File: config.mk
export PLATFORM = sky130hd
export DESIGN_NAME = audio_block_level_stats_top_flat
export DESIGN_NICKNAME = d
export VERILOG_FILES = /design/src/sv/bls_pkg.sv /design/src/sv/bls_if.sv /design/src/sv/bls_ctrl.sv /design/src/sv/bls_dp.sv /design/src/sv/audio_block_level_stats_top.sv /design/src/flat_wrapper.sv
export SDC_FILE = /design/constraint.sdc
export NUM_CORES = 2
export LEC_CHECK = 0
export BUFFER_PORTS_ARGS = -buffer_cell sky130_fd_sc_hd__buf_2
export CAP_MARGIN = 20
export CORE_ASPECT_RATIO = 1.5
export CORE_MARGIN = 5
export CORE_UTILIZATION = 69
export CTS_BUF_LIST = sky130_fd_sc_hd__clkbuf_16
export CTS_CLUSTER_DIAMETER = 100
export CTS_CLUSTER_SIZE = 20
export DETAILED_ROUTE_END_ITERATION = 6
export GPL_TIMING_DRIVEN = 0
export HOLD_SLACK_MARGIN = 0.1
export PLACE_DENSITY = 0.91
export SLEW_MARGIN = 40
export SYNTH_ARGS = -nofsm -noshare
export SYNTH_HDL_FRONTEND = slang
export SYNTH_SLANG_ARGS = --single-unit
File: constraint.sdc
create_clock -name clk -period 17.7 [get_ports clk]
set_input_delay 4.425 -clock clk [delete_from_list [all_inputs] [get_ports clk]]
set_output_delay 4.425 -clock clk [all_outputs]
set_load 0.02 [all_outputs]
File: src/sv/bls_pkg.sv
// Shared types and constants of the audio block level meter.
package bls_pkg;

	localparam int SAMPLE_W = 24;
	localparam int MAX_BLOCK = 4096;
	localparam int CNT_W = $clog2(MAX_BLOCK + 1);
	localparam int SUM_W = SAMPLE_W + CNT_W - 1;
	localparam int SQ_W = 2 * SAMPLE_W + CNT_W - 2;
	localparam int MEAN_W = 32;
	localparam int MEAN_FRAC = 8;
	localparam int DIV_STEPS = SQ_W;
	localparam int ROOT_STEPS = (SQ_W + 1) / 2;
	localparam int RAD_W = 2 * ROOT_STEPS;
	localparam int RREM_W = ROOT_STEPS + 3;
	localparam int STEP_W = $clog2(DIV_STEPS);
	localparam logic signed [SAMPLE_W-1:0] CLIP_HI = 24'sd8388606;
	localparam logic signed [SAMPLE_W-1:0] CLIP_LO = -24'sd8388606;

	typedef struct packed {
		logic signed [SAMPLE_W-1:0] sample;
		logic last;
	} in_t;

	typedef struct packed {
		logic signed [MEAN_W-1:0] mean_q8;
		logic [SAMPLE_W-1:0] rms_level;
		logic signed [SAMPLE_W-1:0] min_value;
		logic signed [SAMPLE_W-1:0] max_value;
		logic [CNT_W-1:0] clip_total;
		logic [CNT_W-1:0] sample_total;
		logic overflow;
	} out_t;

	typedef struct packed {
		logic acc;
		logic snap;
		logic div_step;
		logic ld_sq;
		logic ld_rt;
		logic rt_step;
		logic out_load;
	} cmd_t;

endpackage

File: src/sv/bls_if.sv
// Valid/ready channel interfaces for samples and block results.
interface bls_in_if;
	logic valid;
	logic ready;
	bls_pkg::in_t data;
	modport source(output valid, output data, input ready);
	modport sink(input valid, input data, output ready);
endinterface

interface bls_out_if;
	logic valid;
	logic ready;
	bls_pkg::out_t data;
	modport source(output valid, output data, input ready);
	modport sink(input valid, input data, output ready);
endinterface

File: src/sv/bls_ctrl.sv
// Controller state machine that sequences accumulation, division, square root and output.
module bls_ctrl (
	input  logic clk,
	input  logic arst_n,
	input  logic in_valid,
	input  logic in_last,
	output logic in_ready,
	input  logic out_ready,
	output logic out_valid,
	output bls_pkg::cmd_t cmd
);

	localparam logic [2:0] ST_ACC  = 3'd0;
	localparam logic [2:0] ST_SNAP = 3'd1;
	localparam logic [2:0] ST_DIVM = 3'd2;
	localparam logic [2:0] ST_LDSQ = 3'd3;
	localparam logic [2:0] ST_DIVS = 3'd4;
	localparam logic [2:0] ST_LDRT = 3'd5;
	localparam logic [2:0] ST_ROOT = 3'd6;
	localparam logic [2:0] ST_OUT  = 3'd7;

	localparam logic [bls_pkg::STEP_W-1:0] DIV_LAST =
		bls_pkg::STEP_W'(bls_pkg::DIV_STEPS - 1);
	localparam logic [bls_pkg::STEP_W-1:0] ROOT_LAST =
		bls_pkg::STEP_W'(bls_pkg::ROOT_STEPS - 1);

	logic [2:0] state_q;
	logic [bls_pkg::STEP_W-1:0] step_q;
	logic out_valid_q;
	logic out_free;
	logic in_xfer;

	assign in_ready = (state_q == ST_ACC);
	assign in_xfer = in_valid && in_ready;
	assign out_valid = out_valid_q;
	assign out_free = !out_valid_q || out_ready;

	always_comb begin
		cmd = '0;
		cmd.acc = in_xfer;
		cmd.snap = (state_q == ST_SNAP);
		cmd.div_step = (state_q == ST_DIVM) || (state_q == ST_DIVS);
		cmd.ld_sq = (state_q == ST_LDSQ);
		cmd.ld_rt = (state_q == ST_LDRT);
		cmd.rt_step = (state_q == ST_ROOT);
		cmd.out_load = (state_q == ST_OUT) && out_free;
	end

	always_ff @(posedge clk or negedge arst_n) begin
		if (!arst_n) begin
			state_q <= ST_ACC;
			step_q <= '0;
			out_valid_q <= 1'b0;
		end else begin
			if (cmd.out_load) begin
				out_valid_q <= 1'b1;
			end else if (out_ready) begin
				out_valid_q <= 1'b0;
			end
			case (state_q)
				ST_ACC: begin
					if (in_xfer && in_last) begin
						state_q <= ST_SNAP;
					end
				end
				ST_SNAP: begin
					step_q <= '0;
					state_q <= ST_DIVM;
				end
				ST_DIVM: begin
					if (step_q == DIV_LAST) begin
						step_q <= '0;
						state_q <= ST_LDSQ;
					end else begin
						step_q <= step_q + 1'b1;
					end
				end
				ST_LDSQ: begin
					state_q <= ST_DIVS;
				end
				ST_DIVS: begin
					if (step_q == DIV_LAST) begin
						step_q <= '0;
						state_q <= ST_LDRT;
					end else begin
						step_q <= step_q + 1'b1;
					end
				end
				ST_LDRT: begin
					state_q <= ST_ROOT;
				end
				ST_ROOT: begin
					if (step_q == ROOT_LAST) begin
						step_q <= '0;
						state_q <= ST_OUT;
					end else begin
						step_q <= step_q + 1'b1;
					end
				end
				ST_OUT: begin
					if (out_free) begin
						state_q <= ST_ACC;
					end
				end
				default: begin
					state_q <= ST_ACC;
				end
			endcase
		end
	end

endmodule

File: src/sv/bls_dp.sv
// Datapath with block accumulators, a radix-2 divider, a square root unit and the result register.
module bls_dp (
	input  logic clk,
	input  logic arst_n,
	input  bls_pkg::cmd_t cmd,
	input  logic signed [bls_pkg::SAMPLE_W-1:0] sample,
	output bls_pkg::out_t result
);

	localparam int SW = bls_pkg::SAMPLE_W;
	localparam int CW = bls_pkg::CNT_W;
	localparam int SUMW = bls_pkg::SUM_W;
	localparam int SQW = bls_pkg::SQ_W;
	localparam int MW = bls_pkg::MEAN_W;
	localparam int RSTEPS = bls_pkg::ROOT_STEPS;
	localparam int RADW = bls_pkg::RAD_W;
	localparam int RRW = bls_pkg::RREM_W;

	logic signed [SUMW-1:0] sum_q;
	logic [SQW-1:0] sq_q;
	logic signed [SW-1:0] min_q;
	logic signed [SW-1:0] max_q;
	logic [CW-1:0] cnt_q;
	logic [CW-1:0] clip_q;
	logic ovf_q;

	logic signed [SW-1:0] blk_min_q;
	logic signed [SW-1:0] blk_max_q;
	logic [CW-1:0] blk_cnt_q;
	logic [CW-1:0] blk_clip_q;
	logic blk_ovf_q;
	logic blk_neg_q;
	logic [SQW-1:0] sq_hold_q;
	logic [SQW-1:0] dvd_q;
	logic [CW-1:0] rem_q;
	logic signed [MW-1:0] mean_q;
	logic [RADW-1:0] rad_q;
	logic [RRW-1:0] rrem_q;
	logic [RSTEPS-1:0] root_q;
	bls_pkg::out_t result_q;

	logic full;
	logic clipped;
	logic signed [2*SW-1:0] square;
	logic [SUMW-1:0] abs_sum;
	logic [CW:0] rem_try;
	logic [CW:0] rem_diff;
	logic q_bit;
	logic [RRW-1:0] rt_try;
	logic [RRW-1:0] rt_trial;
	logic rt_bit;

	assign full = (cnt_q >= CW'(bls_pkg::MAX_BLOCK));
	assign clipped = (sample >= bls_pkg::CLIP_HI) || (sample <= bls_pkg::CLIP_LO);
	assign square = sample * sample;
	assign abs_sum = sum_q[SUMW-1] ? $unsigned(-sum_q) : $unsigned(sum_q);

	assign rem_try = {rem_q, dvd_q[SQW-1]};
	assign rem_diff = rem_try - {1'b0, blk_cnt_q};
	assign q_bit = (rem_try >= {1'b0, blk_cnt_q});

	assign rt_try = {rrem_q[RRW-3:0], rad_q[RADW-1:RADW-2]};
	assign rt_trial = {1'b0, root_q, 2'b01};
	assign rt_bit = (rt_try >= rt_trial);

	assign result = result_q;

	always_ff @(posedge clk or negedge arst_n) begin
		if (!arst_n) begin
			sum_q <= '0;
			sq_q <= '0;
			cnt_q <= '0;
			clip_q <= '0;
			ovf_q <= 1'b0;
		end else if (cmd.snap) begin
			sum_q <= '0;
			sq_q <= '0;
			cnt_q <= '0;
			clip_q <= '0;
			ovf_q <= 1'b0;
		end else if (cmd.acc) begin
			if (full) begin
				ovf_q <= 1'b1;
			end else begin
				sum_q <= sum_q + SUMW'(sample);
				sq_q <= sq_q + SQW'($unsigned(square));
				cnt_q <= cnt_q + 1'b1;
				if (clipped) begin
					clip_q <= clip_q + 1'b1;
				end
			end
		end
	end

	always_ff @(posedge clk) begin
		if (cmd.acc && !full) begin
			if (cnt_q == '0) begin
				min_q <= sample;
				max_q <= sample;
			end else begin
				if (sample < min_q) begin
					min_q <= sample;
				end
				if (sample > max_q) begin
					max_q <= sample;
				end
			end
		end
	end

	always_ff @(posedge clk) begin
		if (cmd.snap) begin
			blk_min_q <= min_q;
			blk_max_q <= max_q;
			blk_cnt_q <= cnt_q;
			blk_clip_q <= clip_q;
			blk_ovf_q <= ovf_q;
			blk_neg_q <= sum_q[SUMW-1];
			sq_hold_q <= sq_q;
			dvd_q <= SQW'({abs_sum, {bls_pkg::MEAN_FRAC{1'b0}}});
			rem_q <= '0;
		end else if (cmd.div_step) begin
			dvd_q <= {dvd_q[SQW-2:0], q_bit};
			rem_q <= q_bit ? rem_diff[CW-1:0] : rem_try[CW-1:0];
		end else if (cmd.ld_sq) begin
			mean_q <= blk_neg_q ? -$signed(dvd_q[MW-1:0]) : $signed(dvd_q[MW-1:0]);
			dvd_q <= sq_hold_q;
			rem_q <= '0;
		end else if (cmd.ld_rt) begin
			rad_q <= RADW'(dvd_q);
			rrem_q <= '0;
			root_q <= '0;
		end else if (cmd.rt_step) begin
			rad_q <= {rad_q[RADW-3:0], 2'b00};
			rrem_q <= rt_bit ? (rt_try - rt_trial) : rt_try;
			root_q <= {root_q[RSTEPS-2:0], rt_bit};
		end
	end

	always_ff @(posedge clk) begin
		if (cmd.out_load) begin
			result_q.mean_q8 <= mean_q;
			result_q.rms_level <= root_q[SW-1:0];
			result_q.min_value <= blk_min_q;
			result_q.max_value <= blk_max_q;
			result_q.clip_total <= blk_clip_q;
			result_q.sample_total <= blk_cnt_q;
			result_q.overflow <= blk_ovf_q;
		end
	end

endmodule

File: src/sv/audio_block_level_stats_top.sv
// Top level of the audio block level meter.
// Samples that do not end a block are taken one per cycle while the controller is in its accumulate state.
// A sample marked last is followed by a snapshot, two 59-step divisions by the
// sample count in one shared divider and a 30-step square root.
// The result then waits in the output register while new samples are taken.
// Reset clears the sum, square, count, clip and overflow accumulators, the controller and the output valid flag.
module audio_block_level_stats_top (
	input  logic clk,
	input  logic arst_n,
	bls_in_if.sink samples,
	bls_out_if.source results
);

	bls_pkg::cmd_t cmd;

	bls_ctrl u_ctrl (
		.clk(clk),
		.arst_n(arst_n),
		.in_valid(samples.valid),
		.in_last(samples.data.last),
		.in_ready(samples.ready),
		.out_ready(results.ready),
		.out_valid(results.valid),
		.cmd(cmd)
	);

	bls_dp u_dp (
		.clk(clk),
		.arst_n(arst_n),
		.cmd(cmd),
		.sample(samples.data.sample),
		.result(results.data)
	);

endmodule
File: src/flat_wrapper.sv
// flat-port wrapper written by rule: the top's interface ports become plain ports
module audio_block_level_stats_top_flat 
  (clk, arst_n, samples_valid, samples_data, samples_ready, results_valid, results_data, results_ready);
  bls_in_if samples_i ();
  bls_out_if results_i ();
  input  logic clk;
  input  logic arst_n;
  input wire logic [$bits(samples_i.valid)-1:0] samples_valid;
  input wire logic [$bits(samples_i.data)-1:0] samples_data;
  output wire logic [$bits(samples_i.ready)-1:0] samples_ready;
  output wire logic [$bits(results_i.valid)-1:0] results_valid;
  output wire logic [$bits(results_i.data)-1:0] results_data;
  input wire logic [$bits(results_i.ready)-1:0] results_ready;
  assign samples_i.valid = samples_valid;
  assign samples_i.data = samples_data;
  assign samples_ready = samples_i.ready;
  assign results_valid = results_i.valid;
  assign results_data = results_i.data;
  assign results_i.ready = results_ready;
  audio_block_level_stats_top u_core (.clk(clk), .arst_n(arst_n), .samples(samples_i), .results(results_i));
endmodule
==> Word-level counts from Yosys, hierarchy flattened <==
Index checks and enable logic that the tools add are counted.
{ "classes": {"add_sub_neg": 9, "n_mul": 1, "n_lt_le_gt_ge": 7, "n_eq_ne": 15, "muxes": 44, "n_bitwise": 3, "reduce_logical": 30} }
{ "op_table": {"columns": ["operator", "n"], "rows": [
  ["59-bit 2-to-1 mux", 6],
  ["36-bit 2-to-1 mux", 4],
  ["13-bit 2-to-1 mux", 10],
  ["24-bit 2-to-1 mux", 4],
  ["31-bit 2-to-1 mux", 2],
  ["60-bit 2-to-1 mux", 1],
  ["59-bit by 48-bit adder with 59-bit output", 1],
  ["24-bit by 24-bit multiplier with 48-bit output", 1],
  ["44-bit 2-to-1 mux", 1],
  ["36-bit by 24-bit adder with 36-bit output", 1],
  ["36-bit negation", 1],
  ["33-bit by 32-bit greater-or-equal comparator with 1-bit output", 1],
  ["32-bit 2-to-1 mux", 1],
  ["32-bit negation", 1],
  ["31-bit subtractor", 1],
  ["30-bit 2-to-1 mux", 1],
  ["13-bit by 1-bit adder with 13-bit output (second input constant)", 2],
  ["24-bit greater-or-equal comparator (second input constant)", 1],
  ["24-bit greater-than comparator", 1],
  ["24-bit <= comparator (second input constant)", 1],
  ["24-bit < comparator", 1],
  ["3-bit case mux with 8 select lines", 1],
  ["6-bit case mux with 3 select lines", 1],
  ["2-bit nonzero test", 8],
  ["other kinds (26)", 56]
]} }
{ "word_totals": {"register_bits": 671, "in_bits": 29, "output_inout_bits": 133, "word_cells": 141} }

==> Longest topological paths before layout <==
{ "depth": {"ltp_word": 6, "mapped_depth": 42, "ltp_nobuf": 39} }

==> Cells and area by module <==
Synthesis repeated with hierarchy kept, for this count alone.
{ "hier_totals": {"hier_cells": 4896, "hier_area_um2": 52454.1} }
{ "modules_own_cells": {"columns": ["mod", "instances", "cells_per_inst", "area_per_inst_um2", "seq_area_each_um2"], "rows": [
  ["bls_dp", 1, 4819, 51783.4, 18878.1],
  ["bls_ctrl", 1, 77, 670.6, 250.2]
]} }

==> Worst setup path before layout <==
OpenSTA, ideal clock, no wires.
{ "synth_timing": {"kind": "input-to-reg", "startpoint": "in samples_data[4]", "endpoint": "reg u_core.u_dp.sq_q[51]", "setup_time_ns": 0.332, "arrival_ns": 12.909, "required_time_ns": 17.368, "slack_ns": 4.460, "stages": 39, "n_path_buf": 3, "path_cell_list": "clkbuf_1 -> clkbuf_1 -> nand2_1 -> fa_1 -> fa_1 -> inv_1 -> fa_1 -> inv_1 -> fa_1 -> inv_1 -> fa_1 -> fa_1 -> inv_1 -> fa_1 -> inv_1 -> ha_1 -> a21o_1 -> a21oi_1 -> [... 3 more ...] -> o21ai_0 -> nand2b_1 -> a21o_1 -> a21oi_1 -> xnor2_1 -> ha_1 -> clkbuf_1 -> nand4_1 -> nor3_1 -> nand2_1 -> o211ai_1 -> nor2_1 -> o31ai_1 -> a21oi_1 -> o21ai_1 -> nand4_1 -> xor2_1 -> nor2_1"} }
{ "synth_via": {"elab_chain_cells": 5} }
{ "synth_lines": {"columns": ["item", "line", "rtl"], "rows": [
  ["start: declaration", "flat_wrapper.sv:9", "input wire logic [$bits(samples_i.data)-1:0] samples_data;"],
  ["24-bit by 24-bit multiplier with 48-bit output", "bls_dp.sv:55", "assign square = sample * sample;"],
  ["59-bit by 48-bit adder with 59-bit output", "bls_dp.sv:86", "sq_q <= sq_q + SQW'($unsigned(square));"],
  ["59-bit 2-to-1 mux", "bls_dp.sv:82", "if (full) begin"],
  ["59-bit 2-to-1 mux", "bls_dp.sv:81", "end else if (cmd.acc) begin"],
  ["59-bit 2-to-1 mux", "bls_dp.sv:75", "end else if (cmd.snap) begin"],
  ["end signal: assignment", "bls_dp.sv:86", null],
  ["end: declaration", "bls_dp.sv:20", "logic [SQW-1:0] sq_q;"]
]} }
Every way passes these cells. The select of a mux whose other input is x is not followed.
A chain may end at the register's enable or synchronous reset.

==> Worst setup path after layout <==
{ "layout_timing": {"startpoint": "in samples_data[15]", "endpoint": "reg u_core.u_dp.sq_q[53]"} }
The elaborated chain is that of the path after synthesis.

==> reports/results.txt <==
Crit path arrival time - 16.12 ns
cell types with the largest area share after synthesis - edfxtp_1, fa_1, ha_1, dfrtp_1, inv_1
Syn Inst Count - 5006
signed area change from the synthesized netlist to the final layout - 6.952%
clock tree from TritonCTS - yes
layout filler cell count - 4946
Vias - 39147
tightest slew margin relative to the limit - 0.3260
CTS H-tree depth - 2
Initial Utilization - 0.6962
final hold violations - 0
total global routing overflow - 0
clock transition at the registers of the reported paths - 0.10 ns
final HPWL from detailed placement - 113.5 mm
net count of the mapped netlist - 5930
hold bufs inserted after CTS - 0
type of destination of the critical path - flip-flop
share of the synthesized area in the top cell type - 0.2889
share of async-settable or async-resettable flops after synthesis - 0.1967
number of buffers inserted to repair setup after CTS - 0
vias in the first global route - 41698
WS Path Type - input pin to flip-flop
Worst setup SP type - input pin
Critical Path Most Common Cell - fa_1
leading register cell type out of synthesis - edfxtp_1
starting DRC count in detailed routing - 4212
time the worst path needs with I/O delays and setup - 15.67 ns
area of the placeable core - 75100 µm²
CTS-repair resized insts - 0
critical-path maximum fanout - 10
count of nets left with antenna violations after detail routing - 0
CP max stage delay - 0.82 ns
largest net degree at the start of global routing - 70
number of buffers created by CTS - 39
clock latency reported for the late side of the worst-skew pair - 0.59 ns
most frequent cells in the layout - inv_1, nand2_1, fa_1
global-route usage over all layers - 0.3545
detailed-routing iteration count for the pre-antenna-repair pass - 7
first-pass GRT wire length - 226.1 mm
Placement Rows - 123
total wire length after detailed routing - 145.2 mm
unrepaired setup endpoints after global routing - false
Die Y-Extent - 347.1 µm
Yosys Warn Count - 0
wire length per cell - 23.20 µm
routability congestion estimate - 1.015
period utilisation layout - 0.8852
Worst Clk Skew - 0.03076 ns
Die W - 234.8 µm
count of cell types in the netlist - 83
share of the yosys chip area belonging to registers - 0.3659
area of the mapped netlist - 52280 µm²
count of nets after finishing - 6149
Slew Limit Fails - 0
Port Buffers - 161
slowest cell on the critical path - clkbuf_1
via-per-instance ratio - 6.256
Ports - 162
CP required - 18.15 ns
fmax - 63.83 MHz
maxcap violations - 0
dominant cell type by area after synthesis - edfxtp_1
DIE AREA - 81490 µm²
result of the run - finished with violations
clock sinks - 671
most common cell after layout, fill and taps aside - inv_1
antenna violations before repair - 5
CTS Root Buffer Type - clkbuf_16
Tightest Hold Check Type - flip-flop to flip-flop
worst slew pin tran - 1.011 ns
setup TNS after final layout - 0 ns
violated checks - DRC
count of flip-flops with a built-in enable after synthesis - 503
number of synthesized register bits - 671
Longest Clk Path Bufs - 3
Post-route DRC - 15
Final setup violation count - 0
Mean Syn Cell Area - 10.44 µm²
share of post-route cells with drive strength above 1 - 0.05328
[layer usage]
layer,GRT usage,vias to the layer above,share of wire
met5,0,-,0.00011
met4,0.2938,2,0.11
met3,0.05661,816,0.080
met2,0.6181,2349,0.50
met1,0.3776,18961,0.31
li1,-,17019,-
[synthesized netlist by cell type, drive strengths merged, types with 34 or more instances]
cell type / count
fa: 562
a21o: 91
dfrtp: 132
and2: 87
edfxtp: 503
a21oi: 167
ha: 333
a22oi: 45
nand3: 135
xor2: 85
o21ai: 208
nand2b: 46
clkbuf: 162
a31oi: 60
nand2: 585
nand4: 42
nor2b: 38
nor2: 256
dfxtp: 36
xnor2: 174
inv: 833
o31ai: 34
[flip-flops by register name, summed over array words and instances, names as in the netlist, 30 cells and up]
signal / cells
u_core.u_dp.sq_q: 59
u_core.u_dp.sum_q: 36
u_core.u_dp.rad_q: 60
u_core.u_dp.result: 131
u_core.u_dp.dvd_q: 59
u_core.u_dp.rrem_q: 31
u_core.u_dp.root_q: 30
u_core.u_dp.mean_q: 32
u_core.u_dp.sq_hold_q: 59
[cells by family after synthesis]
logic type               Yosys count  synth area share
AO/OA/AOI/OAI                    790           0.09771
XOR/XNOR                         259           0.04339
adder cells (fa/ha/maj)          895            0.2949
buffers and inverters           1023           0.07371
flip-flops                       671            0.3659
multiplexers                      32          0.006127
AND/OR/NAND/NOR                 1336            0.1183
[worst max-delay path, delay by kind of cell]
family,cells,cell delay [ns]
XOR/XNOR,2,0.28
AO/OA/AOI/OAI,12,3.15
buffers and inverters,9,2.45
adder cells (fa/ha/maj),9,4.30
AND/OR/NAND/NOR,8,1.49
[worst paths after layout]
path                                          start               endpoint  slack (ns)  cells after the start
max reg2reg                u_core.u_ctrl.state_q[2]   u_core.u_dp.max_q[0]       13.25                      8
min in group asynchronous                    arst_n   u_core.u_dp.cnt_q[7]        3.78                      1
min                           u_core.u_dp.blk_ovf_q  u_core.u_dp.result[0]        0.42                      0
max in group asynchronous                    arst_n  u_core.u_dp.clip_q[7]       13.10                      2
max                                samples_data[15]   u_core.u_dp.sq_q[53]        2.03                     40
min reg2reg                   u_core.u_dp.blk_ovf_q  u_core.u_dp.result[0]        0.42                      0
[layout make-up]
type / instances / area (µm²) / share of cell area
Clock buffer: 41 / 1026 / 0.01835
Multi-Input combinational cell: 3312 / 29360 / 0.5250
Timing Repair Buffer: 178 / 1164 / 0.02081
Inverter: 837 / 3142 / 0.05619
Tap cell: 1000 / 1251 / 0.02238
Antenna cell: 3 / 7.507 / 0.0001343
Sequential cell: 671 / 19130 / 0.3421
Buffer: 186 / 720.7 / 0.01289
Clock inverter: 30 / 120.1 / 0.002148
[through the flow]
stage / setup slack, ns / instances / area [µm²] / hold WS, ns / utilization
floorplan: 4.460 / 5006 / 52280 / 0.4003 / -
global placement: 1.529 / 6167 / 54340 / 0.4006 / 0.7235
detailed placement: 1.756 / 6184 / 54750 / 0.4045 / 0.7290
CTS: 2.298 / 6255 / 55900 / 0.4182 / 0.7443
global route: 1.557 / 6256 / 55910 / 0.4277 / 0.7445
finish: 2.032 / 6258 / 55920 / 0.4183 / 0.7446
Power is not shown: default switching activity piles up to over one toggle a cycle in this logic, so the estimate is an artifact.
